File: config.mk
export PLATFORM = sky130hd
export DESIGN_NAME = midpoint_ellipse_rasterizer_top
export DESIGN_NICKNAME = d
export VERILOG_FILES = /design/src/rtl/core/mer_pkg.sv /design/src/rtl/core/mer_ctrl.sv /design/src/rtl/core/mer_dp.sv /design/src/rtl/core/midpoint_ellipse_rasterizer_top.sv
export SDC_FILE = /design/constraint.sdc
export NUM_CORES = 2
export LEC_CHECK = 0
export ABC_AREA = 1
export BUFFER_PORTS_ARGS = -buffer_cell sky130_fd_sc_hd__buf_4
export CORE_AREA = 2 2 340 342
export CTS_BUF_LIST = sky130_fd_sc_hd__clkbuf_16
export CTS_CLUSTER_DIAMETER = 80
export CTS_CLUSTER_SIZE = 20
export DETAILED_ROUTE_END_ITERATION = 8
export DIE_AREA = 0 0 342 344
export GPL_TIMING_DRIVEN = 0
export PLACE_DENSITY = 0.63
export SKIP_CTS_REPAIR_TIMING = 1
export SYNTH_ARGS = -nofsm -noshare
export SYNTH_HDL_FRONTEND = slang
export SYNTH_SLANG_ARGS = --single-unit
export TNS_END_PERCENT = 1
File: constraint.sdc
create_clock -name clock -period 8.4 [get_ports clock]
set_input_delay 0.84 -clock clock [delete_from_list [all_inputs] [get_ports clock]]
set_output_delay 0.84 -clock clock [all_outputs]
set_load 0.02 [all_outputs]
File: src/rtl/core/mer_pkg.sv
// shared types, widths and codes for the midpoint ellipse rasterizer
`default_nettype none
package mer_pkg;

   localparam int COORD_BITS  = 11;
   localparam int RADIUS_BITS = 10;
   localparam int OUT_W       = 13;

   // offset x can reach rx, offset y starts at ry
   localparam int OFS_W  = RADIUS_BITS + 1;
   localparam int SQ_W   = 2 * RADIUS_BITS;
   localparam int ODD_W  = OFS_W + 1;
   localparam int T_W    = 2 * ODD_W;
   localparam int U_W    = 2 * OFS_W;
   localparam int MA_W   = T_W;
   localparam int MB_W   = SQ_W;
   localparam int PROD_W = MA_W + MB_W;
   localparam int DEC_W  = PROD_W + 4;

   localparam logic CMD_START = 1'b0;
   localparam logic CMD_STEP  = 1'b1;

   typedef enum logic [3:0] {
      ST_IDLE,
      ST_SQ_RX,
      ST_SQ_RY,
      ST_SQ_WR,
      ST_MUL_X,
      ST_MUL_Y,
      ST_UPD,
      ST_TR_A,
      ST_TR_B,
      ST_TR_C,
      ST_TR_D,
      ST_TR_E,
      ST_TR_F,
      ST_EMIT
   } mer_state_type;

   typedef enum logic [3:0] {
      M_RXRX,
      M_RYRY,
      M_RY2X,
      M_RX2Y,
      M_ODD,
      M_YM1,
      M_RY2T,
      M_RX2U,
      M_RX2RY2
   } mer_mul_type;

   typedef enum logic [2:0] {
      D_HOLD,
      D_INIT,
      D_STEP,
      D_TR_SET,
      D_TR_ADD,
      D_TR_SUB
   } mer_dop_type;

   typedef struct packed {
      logic        load;
      logic        step_xy;
      mer_mul_type mul_sel;
      logic        wr_rx2;
      logic        wr_ry2;
      logic        wr_px;
      logic        wr_t;
      logic        wr_u;
      logic        set_reg2;
      mer_dop_type d_op;
      logic        emit;
      logic        emit_idle;
   } mer_cmd_type;

   typedef struct packed {
      logic running;
      logic trans_due;
   } mer_status_type;

endpackage
`default_nettype wire

File: src/rtl/core/mer_ctrl.sv
// sequencer for the ellipse rasterizer: start, step and region change sequences
`default_nettype none
module mer_ctrl
   import mer_pkg::*;
(
   input  wire logic           clock,
   input  wire logic           reset,
   input  wire logic           req_valid,
   input  wire logic           req_command,
   output logic                req_ready,
   output logic                rsp_valid,
   input  wire logic           rsp_ready,
   input  wire mer_status_type status,
   output mer_cmd_type         cmd
);

   mer_state_type state_ff, state_in;
   logic start_ff, start_in;
   logic idle_ff, idle_in;
   logic rsp_valid_ff, rsp_valid_in;
   logic accept;
   logic out_free;

   assign req_ready = (state_ff == ST_IDLE);
   assign rsp_valid = rsp_valid_ff;
   assign accept    = req_valid && req_ready;
   assign out_free  = !rsp_valid_ff || rsp_ready;

   always_comb begin
      state_in = state_ff;
      unique case (state_ff)
         ST_IDLE: begin
            if (accept) begin
               if (req_command == CMD_START) begin
                  state_in = ST_SQ_RX;
               end else if (status.running) begin
                  state_in = ST_MUL_X;
               end else begin
                  state_in = ST_EMIT;
               end
            end
         end
         ST_SQ_RX: state_in = ST_SQ_RY;
         ST_SQ_RY: state_in = ST_SQ_WR;
         ST_SQ_WR: state_in = ST_MUL_X;
         ST_MUL_X: state_in = ST_MUL_Y;
         ST_MUL_Y: state_in = ST_UPD;
         ST_UPD:   state_in = status.trans_due ? ST_TR_A : ST_EMIT;
         ST_TR_A:  state_in = ST_TR_B;
         ST_TR_B:  state_in = ST_TR_C;
         ST_TR_C:  state_in = ST_TR_D;
         ST_TR_D:  state_in = ST_TR_E;
         ST_TR_E:  state_in = ST_TR_F;
         ST_TR_F:  state_in = ST_EMIT;
         ST_EMIT:  state_in = out_free ? ST_IDLE : ST_EMIT;
         default:  state_in = ST_IDLE;
      endcase
   end

   always_comb begin
      cmd           = '0;
      cmd.mul_sel   = M_RXRX;
      cmd.d_op      = D_HOLD;
      unique case (state_ff)
         ST_IDLE: begin
            cmd.load    = accept && (req_command == CMD_START);
            cmd.step_xy = accept && (req_command == CMD_STEP) && status.running;
         end
         ST_SQ_RX: cmd.mul_sel = M_RXRX;
         ST_SQ_RY: begin
            cmd.wr_rx2  = 1'b1;
            cmd.mul_sel = M_RYRY;
         end
         ST_SQ_WR: cmd.wr_ry2 = 1'b1;
         ST_MUL_X: cmd.mul_sel = M_RY2X;
         ST_MUL_Y: begin
            cmd.wr_px   = 1'b1;
            cmd.mul_sel = M_RX2Y;
         end
         ST_UPD: begin
            if (status.trans_due) begin
               cmd.set_reg2 = 1'b1;
            end else begin
               cmd.d_op = start_ff ? D_INIT : D_STEP;
            end
         end
         ST_TR_A: cmd.mul_sel = M_ODD;
         ST_TR_B: begin
            cmd.wr_t    = 1'b1;
            cmd.mul_sel = M_YM1;
         end
         ST_TR_C: begin
            cmd.wr_u    = 1'b1;
            cmd.mul_sel = M_RY2T;
         end
         ST_TR_D: begin
            cmd.d_op    = D_TR_SET;
            cmd.mul_sel = M_RX2U;
         end
         ST_TR_E: begin
            cmd.d_op    = D_TR_ADD;
            cmd.mul_sel = M_RX2RY2;
         end
         ST_TR_F: cmd.d_op = D_TR_SUB;
         ST_EMIT: begin
            cmd.emit      = out_free && !idle_ff;
            cmd.emit_idle = out_free && idle_ff;
         end
         default: begin
            cmd.d_op = D_HOLD;
         end
      endcase
   end

   always_comb begin
      start_in = start_ff;
      idle_in  = idle_ff;
      if (accept) begin
         start_in = (req_command == CMD_START);
         idle_in  = (req_command == CMD_STEP) && !status.running;
      end
      if (cmd.emit || cmd.emit_idle) begin
         rsp_valid_in = 1'b1;
      end else if (rsp_ready) begin
         rsp_valid_in = 1'b0;
      end else begin
         rsp_valid_in = rsp_valid_ff;
      end
   end

   always_ff @(posedge clock) begin
      if (reset) begin
         state_ff     <= ST_IDLE;
         start_ff     <= 1'b0;
         idle_ff      <= 1'b0;
         rsp_valid_ff <= 1'b0;
      end else begin
         state_ff     <= state_in;
         start_ff     <= start_in;
         idle_ff      <= idle_in;
         rsp_valid_ff <= rsp_valid_in;
      end
   end

endmodule
`default_nettype wire

File: src/rtl/core/mer_dp.sv
// datapath of the ellipse rasterizer: offsets, decision value, shared multiplier, result register
`default_nettype none
module mer_dp
   import mer_pkg::*;
(
   input  wire logic                    clock,
   input  wire logic                    reset,
   input  wire mer_cmd_type             cmd,
   output mer_status_type               status,
   input  wire logic [COORD_BITS-1:0]   req_centre_x,
   input  wire logic [COORD_BITS-1:0]   req_centre_y,
   input  wire logic [RADIUS_BITS-1:0]  req_radius_horiz,
   input  wire logic [RADIUS_BITS-1:0]  req_radius_vert,
   output logic signed [OUT_W-1:0]      rsp_x_right,
   output logic signed [OUT_W-1:0]      rsp_x_left,
   output logic signed [OUT_W-1:0]      rsp_y_below,
   output logic signed [OUT_W-1:0]      rsp_y_above,
   output logic                         rsp_point_valid,
   output logic                         rsp_done_res
);

   logic [COORD_BITS-1:0]  cx_ff, cx_in, cy_ff, cy_in;
   logic [RADIUS_BITS-1:0] rx_ff, rx_in, ry_ff, ry_in;
   logic [SQ_W-1:0]        rx2_ff, rx2_in, ry2_ff, ry2_in;
   logic [OFS_W-1:0]       x_ff, x_in, y_ff, y_in;
   logic signed [DEC_W-1:0] d_ff, d_in;
   logic                   reg2_ff, reg2_in;
   logic                   running_ff, running_in;
   logic                   diag_ff, diag_in;
   logic [PROD_W-1:0]      px_ff, px_in;
   logic [T_W-1:0]         t_ff, t_in;
   logic [U_W-1:0]         u_ff, u_in;
   logic [PROD_W-1:0]      prod_ff, prod_in;
   logic [OUT_W-1:0]       xr_ff, xr_in, xl_ff, xl_in, yb_ff, yb_in, ya_ff, ya_in;
   logic                   pv_ff, pv_in, dn_ff, dn_in;

   logic [MA_W-1:0]        mul_a;
   logic [MB_W-1:0]        mul_b;
   logic [ODD_W-1:0]       odd;
   logic [OFS_W-1:0]       ym1;
   logic                   d_neg, d_pos, y_zero;
   logic signed [DEC_W-1:0] prod_d, px_d, rx2_d, ry2_d;

   assign d_neg  = d_ff[DEC_W-1];
   assign d_pos  = !d_neg && (d_ff != '0);
   assign y_zero = (y_ff == '0);
   // 2x+1 and |y-1|
   assign odd    = {x_ff, 1'b1};
   assign ym1    = y_zero ? OFS_W'(1) : (y_ff - OFS_W'(1));

   assign prod_d = $signed(DEC_W'(prod_ff));
   assign px_d   = $signed(DEC_W'(px_ff));
   assign rx2_d  = $signed(DEC_W'(rx2_ff));
   assign ry2_d  = $signed(DEC_W'(ry2_ff));

   assign status.running   = running_ff;
   assign status.trans_due = !reg2_ff && (px_ff >= prod_ff);

   always_comb begin
      case (cmd.mul_sel)
         M_RXRX: begin
            mul_a = MA_W'(rx_ff);
            mul_b = MB_W'(rx_ff);
         end
         M_RYRY: begin
            mul_a = MA_W'(ry_ff);
            mul_b = MB_W'(ry_ff);
         end
         M_RY2X: begin
            mul_a = MA_W'(x_ff);
            mul_b = ry2_ff;
         end
         M_RX2Y: begin
            mul_a = MA_W'(y_ff);
            mul_b = rx2_ff;
         end
         M_ODD: begin
            mul_a = MA_W'(odd);
            mul_b = MB_W'(odd);
         end
         M_YM1: begin
            mul_a = MA_W'(ym1);
            mul_b = MB_W'(ym1);
         end
         M_RY2T: begin
            mul_a = t_ff;
            mul_b = ry2_ff;
         end
         M_RX2U: begin
            mul_a = MA_W'(u_ff);
            mul_b = rx2_ff;
         end
         M_RX2RY2: begin
            mul_a = MA_W'(ry2_ff);
            mul_b = rx2_ff;
         end
         default: begin
            mul_a = '0;
            mul_b = '0;
         end
      endcase
      prod_in = PROD_W'(mul_a) * PROD_W'(mul_b);
   end

   always_comb begin
      cx_in      = cx_ff;
      cy_in      = cy_ff;
      rx_in      = rx_ff;
      ry_in      = ry_ff;
      x_in       = x_ff;
      y_in       = y_ff;
      reg2_in    = reg2_ff;
      running_in = running_ff;
      diag_in    = diag_ff;
      rx2_in     = cmd.wr_rx2 ? prod_ff[SQ_W-1:0] : rx2_ff;
      ry2_in     = cmd.wr_ry2 ? prod_ff[SQ_W-1:0] : ry2_ff;
      px_in      = cmd.wr_px ? prod_ff : px_ff;
      t_in       = cmd.wr_t ? prod_ff[T_W-1:0] : t_ff;
      u_in       = cmd.wr_u ? prod_ff[U_W-1:0] : u_ff;

      if (cmd.load) begin
         cx_in      = req_centre_x;
         cy_in      = req_centre_y;
         rx_in      = req_radius_horiz;
         ry_in      = req_radius_vert;
         x_in       = '0;
         y_in       = OFS_W'(req_radius_vert);
         reg2_in    = 1'b0;
         running_in = 1'b1;
      end

      if (cmd.step_xy) begin
         if (!reg2_ff) begin
            diag_in = !d_neg;
            x_in    = x_ff + OFS_W'(1);
            if (!d_neg) begin
               y_in = y_ff - OFS_W'(1);
            end
         end else begin
            diag_in = !d_pos;
            y_in    = y_ff - OFS_W'(1);
            if (!d_pos) begin
               x_in = x_ff + OFS_W'(1);
            end
         end
      end

      if (cmd.set_reg2) begin
         reg2_in = 1'b1;
      end

      if (cmd.emit && y_zero) begin
         running_in = 1'b0;
      end
   end

   always_comb begin
      case (cmd.d_op)
         D_INIT:   d_in = (ry2_d <<< 2) - (prod_d <<< 2) + rx2_d;
         D_STEP: begin
            if (!reg2_ff) begin
               d_in = d_ff + (ry2_d <<< 2) + (px_d <<< 3)
                    - (diag_ff ? (prod_d <<< 3) : '0);
            end else begin
               d_in = d_ff + (rx2_d <<< 2) - (prod_d <<< 3)
                    + (diag_ff ? (px_d <<< 3) : '0);
            end
         end
         D_TR_SET: d_in = prod_d;
         D_TR_ADD: d_in = d_ff + (prod_d <<< 2);
         D_TR_SUB: d_in = d_ff - (prod_d <<< 2);
         default:  d_in = d_ff;
      endcase
   end

   always_comb begin
      xr_in = xr_ff;
      xl_in = xl_ff;
      yb_in = yb_ff;
      ya_in = ya_ff;
      pv_in = pv_ff;
      dn_in = dn_ff;
      if (cmd.emit) begin
         xr_in = OUT_W'(cx_ff) + OUT_W'(x_ff);
         xl_in = OUT_W'(cx_ff) - OUT_W'(x_ff);
         yb_in = OUT_W'(cy_ff) + OUT_W'(y_ff);
         ya_in = OUT_W'(cy_ff) - OUT_W'(y_ff);
         pv_in = 1'b1;
         dn_in = y_zero;
      end else if (cmd.emit_idle) begin
         xr_in = '0;
         xl_in = '0;
         yb_in = '0;
         ya_in = '0;
         pv_in = 1'b0;
         dn_in = 1'b1;
      end
   end

   always_ff @(posedge clock) begin
      if (reset) begin
         reg2_ff    <= 1'b0;
         running_ff <= 1'b0;
      end else begin
         reg2_ff    <= reg2_in;
         running_ff <= running_in;
      end
   end

   always_ff @(posedge clock) begin
      cx_ff   <= cx_in;
      cy_ff   <= cy_in;
      rx_ff   <= rx_in;
      ry_ff   <= ry_in;
      rx2_ff  <= rx2_in;
      ry2_ff  <= ry2_in;
      x_ff    <= x_in;
      y_ff    <= y_in;
      d_ff    <= d_in;
      diag_ff <= diag_in;
      px_ff   <= px_in;
      t_ff    <= t_in;
      u_ff    <= u_in;
      prod_ff <= prod_in;
      xr_ff   <= xr_in;
      xl_ff   <= xl_in;
      yb_ff   <= yb_in;
      ya_ff   <= ya_in;
      pv_ff   <= pv_in;
      dn_ff   <= dn_in;
   end

   assign rsp_x_right     = $signed(xr_ff);
   assign rsp_x_left      = $signed(xl_ff);
   assign rsp_y_below     = $signed(yb_ff);
   assign rsp_y_above     = $signed(ya_ff);
   assign rsp_point_valid = pv_ff;
   assign rsp_done_res    = dn_ff;

endmodule
`default_nettype wire

File: src/rtl/core/midpoint_ellipse_rasterizer_top.sv
// top level of the midpoint ellipse rasterizer: sequencer plus datapath
// step transaction: MUL_X, MUL_Y, UPD, EMIT; no new request is taken before idle again
// start: SQ_RX, SQ_RY, SQ_WR, then as a step; region 2 entry adds TR_A to TR_F passes
// step while not running: IDLE then EMIT, gives an empty point set with done set
// one multiplier, one product a cycle, sets the sequences; a waiting result holds the
// next transaction in its last cycle until the result is taken
// synchronous active-high reset: sequencer idle, no ellipse running, no result pending
`default_nettype none
module midpoint_ellipse_rasterizer_top
   import mer_pkg::*;
(
   input  wire logic                    clock,
   input  wire logic                    reset,
   input  wire logic                    req_valid,
   output logic                         req_ready,
   input  wire logic                    req_command,
   input  wire logic [COORD_BITS-1:0]   req_centre_x,
   input  wire logic [COORD_BITS-1:0]   req_centre_y,
   input  wire logic [RADIUS_BITS-1:0]  req_radius_horiz,
   input  wire logic [RADIUS_BITS-1:0]  req_radius_vert,
   output logic                         rsp_valid,
   input  wire logic                    rsp_ready,
   output logic signed [OUT_W-1:0]      rsp_x_right,
   output logic signed [OUT_W-1:0]      rsp_x_left,
   output logic signed [OUT_W-1:0]      rsp_y_below,
   output logic signed [OUT_W-1:0]      rsp_y_above,
   output logic                         rsp_point_valid,
   output logic                         rsp_done_res
);

   mer_cmd_type    cmd;
   mer_status_type status;

   mer_ctrl u_ctrl (
      .clock       (clock),
      .reset       (reset),
      .req_valid   (req_valid),
      .req_command (req_command),
      .req_ready   (req_ready),
      .rsp_valid   (rsp_valid),
      .rsp_ready   (rsp_ready),
      .status      (status),
      .cmd         (cmd)
   );

   mer_dp u_dp (
      .clock            (clock),
      .reset            (reset),
      .cmd              (cmd),
      .status           (status),
      .req_centre_x     (req_centre_x),
      .req_centre_y     (req_centre_y),
      .req_radius_horiz (req_radius_horiz),
      .req_radius_vert  (req_radius_vert),
      .rsp_x_right      (rsp_x_right),
      .rsp_x_left       (rsp_x_left),
      .rsp_y_below      (rsp_y_below),
      .rsp_y_above      (rsp_y_above),
      .rsp_point_valid  (rsp_point_valid),
      .rsp_done_res     (rsp_done_res)
   );

   // an empty point set always marks the ellipse finished with zero coordinates
   a_empty_done: assert property (@(posedge clock) disable iff (reset)
      rsp_valid && !rsp_point_valid |-> rsp_done_res && rsp_x_right == '0 && rsp_y_above == '0)
      else $error("empty result without done or with coordinates");

   // a start transaction always leaves an ellipse running
   a_start_runs: assert property (@(posedge clock) disable iff (reset)
      req_valid && req_ready && req_command == CMD_START |=> status.running)
      else $error("start transaction did not set running");

   // while taking transactions the sequencer issues no decision update and no result load
   a_idle_quiet: assert property (@(posedge clock) disable iff (reset)
      req_ready |-> cmd.d_op == D_HOLD && !cmd.emit && !cmd.emit_idle)
      else $error("datapath command issued while idle");

endmodule
`default_nettype wire

==> flow_metrics.py <==
metrics = {
    "grt": {
        "grtUsageTotal": 0.349,
        "grt_pass1_wl_um": 301000,
        "antenna_found_initial": 1,
        "grt-ovfl-total": 0,
        "grt_pass1_vias": 47700,
        "grt_max_degree": 47,
    },
    "detailed_routing": {
        "antenna_left": 0,
        "firstDrtPassIters": 7,
        "via_per_inst": 5.55,
        "drt-initial-drc-count": 4492,
        "drt-total-wl_um": 208000,
        "avgRoutedWirePerCell_um": 24.3,
        "vias": 47600,
        "drc": 0,
    },
    "synth": {
        "synth_edf_count": 268,
        "synth_area_um2": 51000,
        "synth-main-ff-cell": "edfxtp_1",
        "ys_top_cells_by_area": "fa_1 21%, edfxtp_1 16%, ha_1 12%, inv_1 11%, nand2_1 10%",
        "synth_cell_type_count": 73,
        "yosys_register_bits": 344,
        "yosysTopAreaCell": "fa_1",
        "synth_top_cell_area_share": 0.207,
        "yosysWarningCount": 0,
        "synth_seq_area_share": 0.188,
        "syn_avg_cell_area_um2": 7.45,
        "synthArstFlopShare": 0,
        "syn_inst": 6849,
    },
    "final_layout": {
        "multi_input_area_um2": 35800,
        "layout_commonest_cell": "inv_1",
        "final_cell_mix": "1439 x inv_1, 1409 x nand2_1, 644 x nor2_1",
        "fill_cells": 11600,
        "area_growth_syn_to_layout_pct": 9.89,
        "fin_nets": 8095,
        "ff_latch_area_um2": 9580,
        "drive_above_1_share": 0.0837,
    },
    "outcome": {
        "status": "finished, final reports clean",
    },
    "floorplan": {
        "dieHeight_um": 344,
        "initial_core_util": 0.448,
        "pin_count": 103,
        "die_w_um": 342,
        "die_area_um2": 118000,
        "core_area_um2": 114000,
        "rows": 124,
    },
    "placement": {
        "io_buffers": 100,
        "dp_hpwl_um": 179000,
        "place_congestion": 1.00,
    },
    "clocking": {
        "clockBufferDepth": 3,
        "htree_levels": 1,
        "cts_buffers": 29,
        "cts.sinks": 344,
        "insertion_delay_ps": 660,
        "cts_tree": "done",
        "cts-root-buf": "clkbuf_16",
        "path_clk_slew_ps": 90,
    },
    "timing": {
        "rsz0062_at_grt": "yes",
        "finalHoldViolCount": 0,
        "period_share": 0.988,
        "fin_worst_skew_ps": 47.3,
        "min_period_ps": 8300,
        "clock.fmax_mhz": 120,
        "slew_headroom": 0.136,
        "worst_pin_slew_ps": 1280,
        "setup_viol": 0,
        "timing.setup.tns_ps": 0,
        "timing.final.max_slew_violations": 0,
    },
    "setup_path": {
        "crit_arrival_ps": 8850,
        "cpLargestDelayFamily": "adder cells",
        "max_stage_delay_ps": 550,
        "worstSetupPathType": "reg -> reg",
        "end_kind": "flop",
        "critPathMostFrequentCell": "inv_1",
        "required_ps": 8950,
        "cp-start-kind": "flop",
        "path_max_fanout": 10,
        "cp_slowest_cell": "fa_1",
        "cp_num_buf_inv": 11,
    },
    "min_path": {
        "holdCritPathClass": "in -> reg",
    },
    "run": {
        "drv_cap": 0,
    },
}
## cell type report
class                           count  share of cell area
Clock buffer                       29              0.0129
Antenna cell                        1           0.0000446
Multi-Input combinational cell   4886               0.639
Clock inverter                     25             0.00411
Timing Repair Buffer              169              0.0251
Buffer                            131              0.0138
Tap cell                         1512              0.0337
Sequential cell                   344               0.171
Inverter                         1489               0.100
## worst register-to-register path: cells and delay by family, from the launching register on
| family | cells | cell delay (ps) |
|---|---|---|
| adders and majority gates | 8 | 3620 |
| buffers and inverters | 11 | 1450 |
| AOI/OAI and AO/OA | 8 | 1730 |
| and+or+nand+nor | 6 | 900 |
| xor gates and xnor gates | 1 | 150 |
| DFF | 1 | 370 |
## kinds of logic (layout without fill, tap and decap cells)
| logic type | Yosys count | after routing | synth area share |
|---|---|---|---|
| AND/OR/NAND/NOR | 2627 | 2628 | 0.218 |
| buffers and inverters | 1621 | 1843 | 0.122 |
| AO/OA/AOI/OAI | 1090 | 1090 | 0.122 |
| adder cells (fa/ha/maj) | 998 | 998 | 0.322 |
| flip-flops | 344 | 344 | 0.188 |
| XOR/XNOR | 164 | 164 | 0.0281 |
| multiplexers | 4 | 4 | 0.000785 |
| other | 1 | 3 | 0.0000735 |
## per-layer routing
layer  vias to the layer above  routed length [um]  global-route usage
li1                      22100                   -                   -
met1                     23100               85100               0.451
met2                      2010               93300               0.565
met3                       420               16500              0.0529
met4                         0               13500               0.187
met5                         -                   0                   0
## metrics by stage
step / hold WS [ps] / utilization / setup WS [ps] / cells / area (um^2)
floorplan: 438 / - / 390 / 6850 / 51000
global placement: 452 / 0.471 / -1920 / 8462 / 53700
detailed placement: 462 / 0.472 / -1430 / 8466 / 53800
CTS: 330 / 0.481 / -1490 / 8520 / 54800
global route: 336 / 0.492 / -148 / 8585 / 56100
finish: 352 / 0.492 / 101 / 8586 / 56100
## sequential cells by signal, summed over array words and instances (netlist names), 4 cells and up
name,cells
u_dp.d_ff,48
u_dp.prod_ff,44
u_dp.px_ff,44
u_dp.t_ff,24
u_dp.u_ff,22
u_dp.rx2_ff,20
u_dp.ry2_ff,20
u_dp.rsp_x_right,12
u_dp.rsp_y_below,12
u_dp.cx_ff,11
u_dp.cy_ff,11
u_dp.rsp_x_left,11
u_dp.rsp_y_above,11
u_dp.x_ff,11
u_dp.y_ff,11
u_dp.rx_ff,10
u_dp.ry_ff,10
u_ctrl.state_ff,4
## final timing paths
kind                                      startpoint                   end  slack [ps]  cells after the start
worst max register to register    u_ctrl.state_ff[3]      u_dp.prod_ff[34]         100                     34
worst min register to register  u_dp.rsp_point_valid  u_dp.rsp_point_valid         480                      2
worst max-delay path              u_ctrl.state_ff[3]      u_dp.prod_ff[34]         100                     34
worst min-delay path                req_centre_x[10]        u_dp.cx_ff[10]         350                      1
## synth_stat cells (18+ instances only)
master / count
or2_2: 18
xor2_1: 126
o2111ai_1: 18
a31oi_1: 44
o21a_1: 44
edfxtp_1: 268
ha_1: 471
fa_1: 527
inv_2: 42
a21o_1: 26
inv_1: 1441
nand2_1: 1421
buf_2: 60
nand3_1: 242
nor2_4: 18
a21oi_1: 461
nor4_1: 23
o21bai_1: 30
o21ai_0: 341
nor2_1: 660
o22ai_1: 24
nand4_1: 75
nand2_2: 37
xnor2_1: 38
nor3_1: 53
clkbuf_1: 51
dfxtp_1: 76
nor2_2: 39
Power is not shown: default switching activity piles up to over one toggle a cycle in this logic, so the estimate is an artifact.
